**config.mk**
```make
export PLATFORM = sky130hd
export DESIGN_NAME = tmts_div
export DESIGN_NICKNAME = d
export VERILOG_FILES = /design/src/sv/tmts_div.sv
export SDC_FILE = /design/constraint.sdc
export NUM_CORES = 2
export LEC_CHECK = 0
export BUFFER_PORTS_ARGS = -buffer_cell sky130_fd_sc_hd__buf_2
export CORE_MARGIN = 2
export CORE_UTILIZATION = 68
export DETAILED_ROUTE_END_ITERATION = 7
export MAX_ROUTING_LAYER = met4
export PLACE_DENSITY = 0.91
export SYNTH_ARGS = -nofsm -noshare
export SYNTH_HDL_FRONTEND = slang
export SYNTH_SLANG_ARGS = --single-unit
```
**constraint.sdc**
```tcl
create_clock -name clk -period 8.7 [get_ports clk]
set_input_delay 1.305 -clock clk [delete_from_list [all_inputs] [get_ports clk]]
set_output_delay 1.305 -clock clk [all_outputs]
set_load 0.005 [all_outputs]
```
**src/sv/tmts_div.sv**
```systemverilog
`timescale 1ns / 1ps
`default_nettype none

module tmts_div #(
  parameter int NW = 48,
  parameter int DW = 16,
  parameter int SW = 1
) (
  input  logic          clk,
  input  logic          rst,
  input  logic          en,
  input  logic          in_valid,
  input  logic [NW-1:0] in_num,
  input  logic [DW-1:0] in_den,
  input  logic [SW-1:0] in_side,
  output logic          out_valid,
  output logic [NW-1:0] out_quo,
  output logic [SW-1:0] out_side
);

  logic          vld [1:NW];
  logic [NW-1:0] nq  [1:NW];
  logic [DW-1:0] rem [1:NW];
  logic [DW-1:0] dv  [1:NW];
  logic [SW-1:0] sd  [1:NW];

  // restoring division, one quotient bit per stage; quotient shifts into nq
  for (genvar i = 0; i < NW; i++) begin : g_step
    logic          cur_v;
    logic [NW-1:0] cur_nq;
    logic [DW-1:0] cur_rem;
    logic [DW-1:0] cur_dv;
    logic [SW-1:0] cur_sd;
    logic [DW:0]   trial;
    logic [DW:0]   diff;
    logic          take;

    if (i == 0) begin : g_head
      assign cur_v   = in_valid;
      assign cur_nq  = in_num;
      assign cur_rem = '0;
      assign cur_dv  = in_den;
      assign cur_sd  = in_side;
    end else begin : g_body
      assign cur_v   = vld[i];
      assign cur_nq  = nq[i];
      assign cur_rem = rem[i];
      assign cur_dv  = dv[i];
      assign cur_sd  = sd[i];
    end

    assign trial = {cur_rem, cur_nq[NW-1]};
    assign take  = trial >= {1'b0, cur_dv};
    assign diff  = trial - {1'b0, cur_dv};

    always_ff @(posedge clk) begin
      if (rst) begin
        vld[i+1] <= 1'b0;
      end else if (en) begin
        vld[i+1] <= cur_v;
      end
    end

    always_ff @(posedge clk) begin
      if (en) begin
        nq[i+1]  <= {cur_nq[NW-2:0], take};
        rem[i+1] <= take ? diff[DW-1:0] : trial[DW-1:0];
        dv[i+1]  <= cur_dv;
        sd[i+1]  <= cur_sd;
      end
    end
  end

  assign out_valid = vld[NW];
  assign out_quo   = nq[NW];
  assign out_side  = sd[NW];

endmodule

`default_nettype wire

```
**Yosys cells after proc, flatten, opt, wreduce, memory -nomap -nowiden**

Memories as Yosys holds them, arrays and structs flattened.
Index checks and enable logic that the tools add are counted.

- Equal/unequal tests: 0
- Shift operators: 0
- Multiply operators: 0
- Reductions and logical operators: 0
- Multiplexer cells: 102
- Divide/modulo/power cells: 0
- Bitwise gates (word level): 48
- $lt $le $gt $ge: 48
- $add $sub $neg: 48

Operators by type and width:

| kind | count |
|---|---|
| greater-or-equal comparator 17 x 16 -> 1 bit | 47 |
| two-way mux 16 bit | 48 |
| subtractor 16 bit | 47 |
| two-way mux 1 bit | 54 |
| bitwise OR 1 bit | 48 |
| greater-or-equal comparator 1 x 16 -> 1 bit | 1 |
| subtractor 1 x 16 -> 16 bit | 1 |

- Bits of input ports: 69
- Register bits after elaboration: 0
- Bits in latches: 0
- Memory bits (writable): 3936
- Word-level logic and storage cells: 251
- ROM bits: 0
- Memories: 5

Memories:

| memory | depth | width | rd ports | clocked after memory_dff | wr ports | line | text |
|---|---|---|---|---|---|---|---|
| nq | 48 | 48 | 48 | 0 | 48 | 22 | `logic [NW-1:0] nq [1:NW];` |
| dv | 48 | 16 | 47 | 0 | 48 | 24 | `logic [DW-1:0] dv [1:NW];` |
| rem | 48 | 16 | 47 | 0 | 48 | 23 | `logic [DW-1:0] rem [1:NW];` |
| sd | 48 | 1 | 48 | 0 | 48 | 25 | `logic [SW-1:0] sd [1:NW];` |
| vld | 48 | 1 | 48 | 0 | 48 | 21 | `logic vld [1:NW];` |

**Depth between registers and ports, before layout**

- Depth in word-level cells: 4
- Gate-level depth with buffers: 12
- Gate-level depth less buffers: 11

**Worst setup path before layout**

No wires, ideal clock.

- Path kind: input port to flip-flop
- From: input in_num[47]
- To: register rem[0][16] (netlist name)
- Required time: 8432 ps
- Slack: 5519 ps
- Stages: 9
- Arrival: 2914 ps
- Path through: inv_1 ha_1 clkbuf_1 inv_1 ha_1 a21oi_1 nor4_1 clkbuf_1 mux2i_1

RTL lines:

| what | line | text |
|---|---|---|
| start: declaration | 13 | `input logic [NW-1:0] in_num,` |

==> run summary <==
Run status - finished, final reports clean
Commonest cells after routing, fill and taps aside - edfxtp_1 (3904), inv_1 (988), ha_1 (754)
Yosys cell types - 91
Inserted Clock Buffers - 385
Starting Density - 68.3%
Final GP Congestion - 0.934
Number of global-route vias before repair - 87000
Post_cts resized - 0
GR Overflow Total - 0
Crit path DAT - 4490 ps
P_leak - 67.6 nW
Final setup viols - 0
CTS HTree Levels - 5
Post-Syn Area - 162000 sq um
Critical path class - reg -> reg
Pin count of the biggest net entering global routing - 209
DRC viols - 0
CTS Sinks - 3904
Worst Max-Slew Pin Slew - 1310 ps
# IOs - 119
Post-synth EDFFs - 3904
Critical Path Sink Type - flop
DR pass1 iterations - 8
Latest clock arrival within the worst-skew pair - 960 ps
Pwr Total - 63.0 mW
Ys async rst share - 0%
Worst min path class - reg -> reg
FF-to-FF setup slack - 4880 ps
DP Wirelength - 187000 um
Achievable Freq - 262 MHz
Post-synthesis sequential area ratio - 72.3%
Via density - 6.03
Cell count after synthesis - 10400
Max-cap violation count - 0
Min cycle time layout - 3820 ps
Post-DR wirelength/cell - 21.2 um
Terminus of the critical flop-to-flop path - rem[0][40]
Clock buffer depth - 4
Hold_buf cts - 0
Slew margin rel. - 12.1%
Crit-path max FO - 17
Core ar. - 238000 sq um
Initial antenna violation count - 5
1st-iter DRT viols - 8719
Crit path launch type - flop
Max VDD drop - 0.307 mV
#FFs+latches synth - 3904
Worst hold start - nq[0][1980]
Clock Pin Slew Worst Setup and Hold Paths - 60 ps
Clock root buffer - clkbuf_16
Reg2reg start - dv[0][17]
RSZ-0062 raised after global routing - false
Hold EP - nq[0][2029]
CTS tree - built
Synth Warn # - 0
Vias - 86400
First-pass GRT wire length - 475000 um
Area of the multi-input gates - 40800 sq um
FF/Latch Area - 117000 sq um
Clk_skew - 71.4 ps
Final hold violations - 0
Top FF cell, synth - edfxtp_1
Site Rows - 179
Syn_nets - 11300
Cells along the critical path - inv_1 -> ha_1 -> nor2b_1 -> o31a_1 -> o31a_1 -> nor4_2 -> nor2_1 -> o2111a_1 -> nor4_4 -> mux2_2
WHS Path Cells - 0
Layout cells sized above 1 - 11.1%
CP max stage cell - nor4_4
# fillers - 13200
Fin Setup TNS - 0 ps
Most common cell after layout, fill and taps aside - edfxtp_1
Final Slew Violations - 0
Slowest Stage Delay on Critical Path - 990 ps
Post-CTS Setup Bufs - 0
CP most frequent cell - o31a_1
Chip width - 492 um
Final nets - 11700
Pwr per Cell Area - 351 nW/um^2
Buffers on Ports - 118
Die Area - 242000 sq um
Reg2Reg Depth - 10
Die Ht - 492 um
Total track usage - 25.7%
Final ANT Viol Nets - 0
DRT Wirelength - 304000 um
Syn avg cell area - 15.6 sq um
Fin crit share - 43.9%
P&R area growth vs syn - 10.6%
Critical Path RT - 9370 ps
[registers in the layout (all words and copies together), names as in the netlist]
register  cells
dv          752
nq         2304
rem         752
sd           48
vld          48
[cells in the mapped netlist (all sizes together) (48+ instances only)]
| cell | number | share of area, % |
|---|---|---|
| or3 | 48 | 0.19 |
| o21ai | 386 | 1.2 |
| xor2 | 163 | 0.88 |
| mux2 | 433 | 3.0 |
| a21oi | 522 | 1.6 |
| nand2 | 377 | 0.87 |
| clkbuf | 61 | 0.14 |
| a21o | 154 | 0.71 |
| inv | 988 | 2.3 |
| o211ai | 55 | 0.25 |
| ha | 754 | 5.8 |
| edfxtp | 3904 | 72 |
| o21a | 135 | 0.62 |
| nand4 | 102 | 0.39 |
| o31ai | 59 | 0.31 |
| nand2b | 78 | 0.30 |
| xnor2 | 350 | 1.9 |
| o31a | 54 | 0.29 |
| nor2b | 117 | 0.46 |
| mux2i | 77 | 0.48 |
| nor2 | 593 | 1.4 |
| o21bai | 50 | 0.23 |
| and2 | 65 | 0.25 |
| nor3 | 138 | 0.43 |
| nand3 | 152 | 0.47 |
[layer usage]
layer / share of wire [%] / routed length [um] / GRT usage (%)
met1: 40 / 122000 / 32.7
met2: 50 / 153000 / 42.4
met3: 5.5 / 16700 / 3.21
met4: 4.1 / 12600 / 10.1
met5: 0 / 0 / -
[worst max path at each step]
stage / startpoint / end / slack, ps / cells after the start
floorplan: in_num[47] / rem[0][16] / 5520 / 9
global placement: en / dv[2][87] / 4820 / 3
detailed placement: en / dv[2][87] / 4690 / 3
CTS: dv[0][17] / rem[0][40] / 4900 / 10
global route: dv[0][17] / rem[0][40] / 4700 / 10
finish: dv[0][17] / rem[0][40] / 4880 / 10
[cell families after synthesis]
kind of cell	count (synthesis)	synth area share (%)
compound gates	1759	7.09
fa+ha+maj	800	6.38
simple gates	1818	5.38
flops	3904	72.3
buf+inv	1096	2.62
mux	510	3.49
xor+xnor	513	2.77
[critical path: cells and delay by family, from the launching register on]
family | cells | cell delay [ps]
simple gates | 4 | 1470
compound gates | 3 | 880
flops | 1 | 440
mux | 1 | 440
fa+ha+maj | 1 | 240
buf+inv | 1 | 110
[cell type report]
cell class	count	area share [%]
diodes	7	0.00976
inverters	988	2.07
repair buffers	184	0.739
clock inverters	225	1.30
multi-input cells	5400	22.8
clock buffers	454	5.60
flip-flops and latches	3904	65.3
well taps	3167	2.21
[through the flow]
stage	instances	instance area, sq um	worst slack [ps]	hold slack, ps	util (%)
final	14300	179000	4880	367	75.5
after global routing	14300	179000	4700	364	75.5
after CTS	14300	179000	4900	357	75.5
after detailed placement	13600	167000	4690	405	70.3
after global placement	13600	167000	4820	400	70.3
after floorplan	10400	162000	5520	400	-
[power by group]
group          internal, mW  switching, mW
combinational          8.86           10.9
sequential             25.0           1.75
clock                  9.61           6.83
total                  43.5           19.5
Note: power is estimated with default switching activity, not from simulation.
