**config.mk**
```make
export PLATFORM = sky130hd
export DESIGN_NAME = tmts_sqrt
export DESIGN_NICKNAME = d
export VERILOG_FILES = /design/src/sv/tmts_sqrt.sv
export SDC_FILE = /design/constraint.sdc
export NUM_CORES = 2
export LEC_CHECK = 0
export CORE_MARGIN = 2
export CORE_UTILIZATION = 52
export DETAILED_ROUTE_END_ITERATION = 8
export DONT_BUFFER_PORTS = 1
export PLACE_DENSITY = 0.69
export SYNTH_ARGS = -nofsm -noshare
export SYNTH_HDL_FRONTEND = slang
export SYNTH_MEMORY_MAX_BITS = 65536
export SYNTH_SLANG_ARGS = --single-unit
```
**constraint.sdc**
```tcl
create_clock -name clk -period 11.8 [get_ports clk]
set_input_delay 2.36 -clock clk [delete_from_list [all_inputs] [get_ports clk]]
set_output_delay 2.36 -clock clk [all_outputs]
set_load 0.03 [all_outputs]
```
**src/sv/tmts_sqrt.sv**
```systemverilog
`timescale 1ns / 1ps
`default_nettype none

module tmts_sqrt #(
  parameter int W  = 66,
  parameter int SW = 1
) (
  input  logic            clk,
  input  logic            rst,
  input  logic            en,
  input  logic            in_valid,
  input  logic [W-1:0]    in_rad,
  input  logic [SW-1:0]   in_side,
  output logic            out_valid,
  output logic [W/2-1:0]  out_root,
  output logic            out_inexact,
  output logic [SW-1:0]   out_side
);

  localparam int R = W / 2;

  logic          vld  [1:R];
  logic [W-1:0]  rad  [1:R];
  logic [R-1:0]  root [1:R];
  logic [R:0]    rem  [1:R];
  logic [SW-1:0] sd   [1:R];

  // digit recurrence, one root bit (two radicand bits) per stage
  for (genvar i = 0; i < R; i++) begin : g_step
    logic          cur_v;
    logic [W-1:0]  cur_rad;
    logic [R-1:0]  cur_root;
    logic [R:0]    cur_rem;
    logic [SW-1:0] cur_sd;
    logic [R+2:0]  t;
    logic [R+2:0]  trial;
    logic [R+2:0]  diff;
    logic          take;

    if (i == 0) begin : g_head
      assign cur_v    = in_valid;
      assign cur_rad  = in_rad;
      assign cur_root = '0;
      assign cur_rem  = '0;
      assign cur_sd   = in_side;
    end else begin : g_body
      assign cur_v    = vld[i];
      assign cur_rad  = rad[i];
      assign cur_root = root[i];
      assign cur_rem  = rem[i];
      assign cur_sd   = sd[i];
    end

    assign t     = {cur_rem, cur_rad[W-1:W-2]};
    assign trial = {1'b0, cur_root, 2'b01};
    assign take  = t >= trial;
    assign diff  = t - trial;

    always_ff @(posedge clk) begin
      if (rst) begin
        vld[i+1] <= 1'b0;
      end else if (en) begin
        vld[i+1] <= cur_v;
      end
    end

    always_ff @(posedge clk) begin
      if (en) begin
        rad[i+1]  <= {cur_rad[W-3:0], 2'b00};
        root[i+1] <= {cur_root[R-2:0], take};
        rem[i+1]  <= take ? diff[R:0] : t[R:0];
        sd[i+1]   <= cur_sd;
      end
    end
  end

  assign out_valid   = vld[R];
  assign out_root    = root[R];
  assign out_inexact = rem[R] != '0;
  assign out_side    = sd[R];

endmodule

`default_nettype wire

```
### After elaboration in Yosys (flattened, before gate mapping)

Memories as Yosys holds them, arrays and structs flattened.
Index checks and enable logic that the tools add are counted.

| word-level totals | value |
|---|---|
| output and inout bits | 36 |
| word-level logic and storage cells | 177 |
| input port bits | 71 |
| RAM bits | 4389 |
| memories | 5 |
| register bits after elaboration | 0 |

Memory list:

| name | words | bits a word | rd ports | clocked after Yosys merged registers in | write ports | line | source |
|---|---|---|---|---|---|---|---|
| rad | 33 | 64 | 32 | 0 | 33 | 23 | `logic [W-1:0] rad [1:R];` |
| rem | 33 | 34 | 33 | 0 | 33 | 25 | `logic [R:0] rem [1:R];` |
| root | 33 | 33 | 33 | 0 | 33 | 24 | `logic [R-1:0] root [1:R];` |
| sd | 33 | 1 | 33 | 0 | 33 | 26 | `logic [SW-1:0] sd [1:R];` |
| vld | 33 | 1 | 33 | 0 | 33 | 22 | `logic vld [1:R];` |

| operators by class | value |
|---|---|
| reductions and logical operators | 1 |
| $lt $le $gt $ge | 33 |
| muxes and demuxes | 72 |
| bitwise operators | 33 |
| add/sub/neg operators | 33 |

Operators with widths:

| kind | number |
|---|---|
| 36-bit by 35-bit greater-or-equal comparator with 1-bit output | 32 |
| 34-bit two-way mux | 33 |
| 34-bit subtractor | 32 |
| 1-bit two-way mux | 39 |
| 34-bit nonzero test | 1 |
| 1-bit bitwise OR | 33 |
| 2-bit by 1-bit subtractor with 3-bit output (second input constant) | 1 |
| 2-bit by 1-bit greater-or-equal comparator with 1-bit output (second input constant) | 1 |

### Longest topological paths before layout

| depth | value |
|---|---|
| depth in word-level cells | 4 |
| depth in mapped cells | 15 |
| gate-level depth less buffers | 15 |

### Least setup slack after synthesis

Ideal clock, no wire load.

| timing path | value |
|---|---|
| path kind | register to register |
| start | register rem[0][284] (netlist name) |
| end | register rem[0][333] (netlist name) |
| setup slack | 7.869 ns |
| clock period less this slack | 3.931 ns |
| data required time | 11.529 ns |
| library setup time | 0.271 ns |
| path buffers | 2 |
| cell stages (with the launch flop) | 14 |
| data arrival time | 3.660 ns |
| cell sequence | edfxtp_1 > or4_1 > or3_1 > or4_4 > or4_1 > buf_2 > nand2b_1 > or3_4 > nor4_4 > inv_2 > nand4_1 > buf_6 > nor4_1 > xor2_1 |

==> flow_metrics.py <==
metrics = {
    "clock_network": {
        "tritoncts_clock_tree": "done",
        "numClockSinks": 2754,
        "clock_latency_on_the_worst_skew_pair_ps": 920,
        "htreeDepth": 5,
        "setup_repair_bufs_after_cts": 0,
        "post_cts.resized_instances": 0,
        "ctsHoldBuffers": 0,
        "cts_root_buf": "sky130_fd_sc_hd__clkbuf_16",
        "clkSlewWorstSetupHoldPaths_ps": 60,
        "max-clock-path-buffers": 4,
        "tritoncts.num_buffers": 307,
    },
    "grt": {
        "globalRoute.totalOverflow": 0,
        "gr-usage-all-layers": 0.1964,
        "first_pass_grt_wire_length_um": 394300,
        "global_route.usage.met3": 0.02766,
        "grt-busiest-layer": "met2",
        "met2_track_usage_gr": 0.3218,
        "gr-usage-met1": 0.2668,
        "number_of_antenna_violations_at_the_first_check_in_global_routing": 7,
        "vias_in_the_first_global_route": 73090,
        "grt_start_max_net_pins": 277,
    },
    "critical_path": {
        "critPathMaxFanout": 276,
        "worstSetupStartpointType": "primary input",
        "criticalPathCategory": "in2reg",
        "crit_required_ps": 12330,
        "rrSetupSlack_ps": 6870,
        "worst_setup_end_kind": "flip-flop",
        "timing.critical_path.slowest_cell_delay_ps": 870,
        "critical-path-top-delay-family": "buffers and inverters",
        "critical_path.cell_chain": "buf_16 > buf_16 > buf_16 > buf_16 > buf_16",
        "cp_common_cell": "sky130_fd_sc_hd__buf_16",
        "critPathArrivalTime_ps": 6810,
        "master_of_the_slowest_instance_on_the_critical_path": "sky130_fd_sc_hd__buf_16",
        "cp.buffers_inverters": 5,
    },
    "cells_and_area": {
        "drive_gt1_frac": 0.06327,
        "utilization": 0.5788,
        "num-fill-cells": 19100,
        "finish.net_count": 10580,
        "areaGrowthSynthToFinish_pct": 10.70,
    },
    "power": {
        "power.leakage_uw": 0.05371,
        "finalPower_uw": 28660,
        "internal-power_uw": 20560,
        "ir_worst_vdd_v": 0.0001742,
        "power.switching_fraction": 0.2826,
        "clock_power_share": 0.320,
        "power_frac_comb": 0.216,
        "total_switching_power_uw": 8100,
        "sequential_group_share_of_total_power": 0.465,
        "pwr_density_cell_nw_per_um2": 203.6,
    },
    "placement": {
        "io_buffers": 0,
        "gp_congestion": 0.9132,
        "hpwl_um": 174900,
    },
    "timing": {
        "timing_max_transition_violations_final": 0,
        "setup-violations-final": 0,
        "grt_setup_unrepaired": "no",
        "achievable-frequency_mhz": 159.2,
        "layout_min_cycle_time_ps": 6281,
        "finalCritPeriodShare": 0.5323,
        "tightest_slew_ps": 1462,
        "final-hold-violation-count": 0,
        "clock-skew-final_ps": 53.58,
        "setup_tns_ps": 0,
        "worst_slew_margin_rel": 0.02520,
        "fin_worst_hold_slack_ps": 373.8,
    },
    "yosys": {
        "synth.distinct_cells": 80,
        "post_synth_instance_area_sq_um": 127200,
        "synthesis.yosys.warnings": 0,
        "synth_sequential_area_ratio": 0.6503,
        "synth.avg_cell_area_sq_um": 13.05,
        "synth_top_flop_cell": "sky130_fd_sc_hd__edfxtp_1",
        "syn_nets": 10420,
        "synthCells": 9747,
        "synth-edff-count": 2754,
        "async_flop_share": 0,
        "synth.ff_latch_count": 2754,
    },
    "detailed_routing": {
        "drt_wl_total_um": 248800,
        "via_count": 74880,
        "drt-wirelength-per-cell_um": 18.66,
        "drtPass1Iterations": 6,
        "via_to_cell_ratio": 5.615,
        "postRouteAntennaNets": 0,
        "detailedRoute.firstIterationViolations": 5794,
        "detail_route.drc_violations": 0,
    },
    "die": {
        "die_area_sq_um": 248500,
        "fp.coreArea_sq_um": 243200,
        "fp-row-count": 181,
        "chip_height_um": 498.5,
        "effective_utilization_at_floorplan": 0.5229,
        "dieWidth_um": 498.5,
        "io_pins": 107,
    },
    "outcome": {
        "status": "completed",
    },
    "min_path": {
        "hold_path.class": "reg2reg",
    },
    "flow_run": {
        "drv.max_cap_violation_count": 0,
    },
}
logic make-up (layout without fill, tap and decap cells):
family | after synthesis | after routing | share of synthesized area
other cells | 1 | 3 | 0.00002949
flops | 2754 | 2754 | 0.6503
buf+inv | 960 | 1344 | 0.02841
fa+ha+maj | 598 | 598 | 0.05883
mux | 95 | 95 | 0.008313
compound gates | 1973 | 1973 | 0.09575
xor+xnor | 911 | 911 | 0.06274
simple gates | 2455 | 2455 | 0.09566
registers in the layout, summed over array words and instances, names as in the netlist:
register / count
root: 561
rad: 1056
rem: 1071
sd: 33
vld: 33
power groups by stage:
stage	clock network, uW	registers [uW]	logic [uW]
2_1_floorplan	0	13200	4660
3_3_place_gp	0	13500	5980
3_5_place_dp	0	13500	6090
4_1_cts	9440	13300	6140
5_1_grt	9800	13500	6880
6_report	9160	13300	6180
through the flow:
stage / worst slack, ps / cell area (sq um) / instances
2_1_floorplan: 7869 / 127200 / 9747
3_3_place_gp: 4568 / 131100 / 12800
3_5_place_dp: 4445 / 131100 / 12800
4_1_cts: 5459 / 140800 / 13330
5_1_grt: 5032 / 140800 / 13330
6_report: 5519 / 140800 / 13340
path summary, 6_finish.rpt:
path,startpoint,cells past startpoint,endpoint
setup / recovery,en,5,rem[0][293]$_DFFE_PP_
hold / removal,rad[0][228]$_DFFE_PP_,0,rad[0][294]$_DFFE_PP_
setup reg to reg,rem[0][285]$_DFFE_PP_,11,rem[0][329]$_DFFE_PP_
hold reg to reg,rad[0][228]$_DFFE_PP_,0,rad[0][294]$_DFFE_PP_
cells in the final DEF (no fill, tap or decap), drive strengths merged, types with 297 or more instances in the layout:
| cell | n |
|---|---|
| edfxtp | 2754 |
| inv | 775 |
| a21oi | 653 |
| nand2 | 614 |
| nor2 | 613 |
| ha | 598 |
| o21ai | 476 |
| xnor2 | 470 |
| xor2 | 441 |
| clkbuf | 363 |
| a21o | 297 |
metal layers:
layer / vias up / part of all wire
met4: 0 / 0.038
met2: 1887 / 0.47
li1: 36410 / -
met1: 36030 / 0.45
met5: - / 0
met3: 554 / 0.045
Yosys cell counts (all sizes together) (10+ instances only):
master      n  area [sq um]
xnor2     470          4116
ha        598          7482
mux2       85         957.2
nand4     108         675.7
or4        65         491.7
a211oi     48         360.4
o2111ai    14         122.6
xor2      441          3862
nand2     614          2305
nor3      217          1086
nand2b    133         832.1
nand3     141         705.7
nor2b      82         513.0
and2       57         356.6
o31a       13         113.9
clkbuf    170         638.1
a21boi     19         142.6
o211ai     36         270.3
nor3b      23         172.7
nand4b     11         96.34
o21bai     46         345.3
a211o      16         140.1
or3        78         493.0
and3       49         306.5
edfxtp   2754         82700
nor4      138         878.3
nor2      613          2301
o31ai      59         442.9
o41ai      15         131.4
and4       21         183.9
a21oi     653          3268
a31oi      61         381.6
inv       767          2879
mux2i      10         100.1
o21a       89         668.1
or2        49         306.5
a2111oi    22         198.9
buf        23         96.34
a31o       14         122.6
nand3b     31         232.7
a21o      297          2230
o21ai     476          2382
final cells by class:
class / instances / area, sq um / area share
timing repair buffer: 43 / 563.0 / 0.003999
sequential: 2754 / 82700 / 0.5874
tap: 3202 / 4006 / 0.02846
clock buffer: 363 / 7978 / 0.05667
multi-input combinational: 6033 / 40990 / 0.2912
inverter: 767 / 2879 / 0.02045
antenna: 2 / 5.005 / 0.00003555
clock inverter: 171 / 1655 / 0.01176
Power figures use the tool's default switching activity.
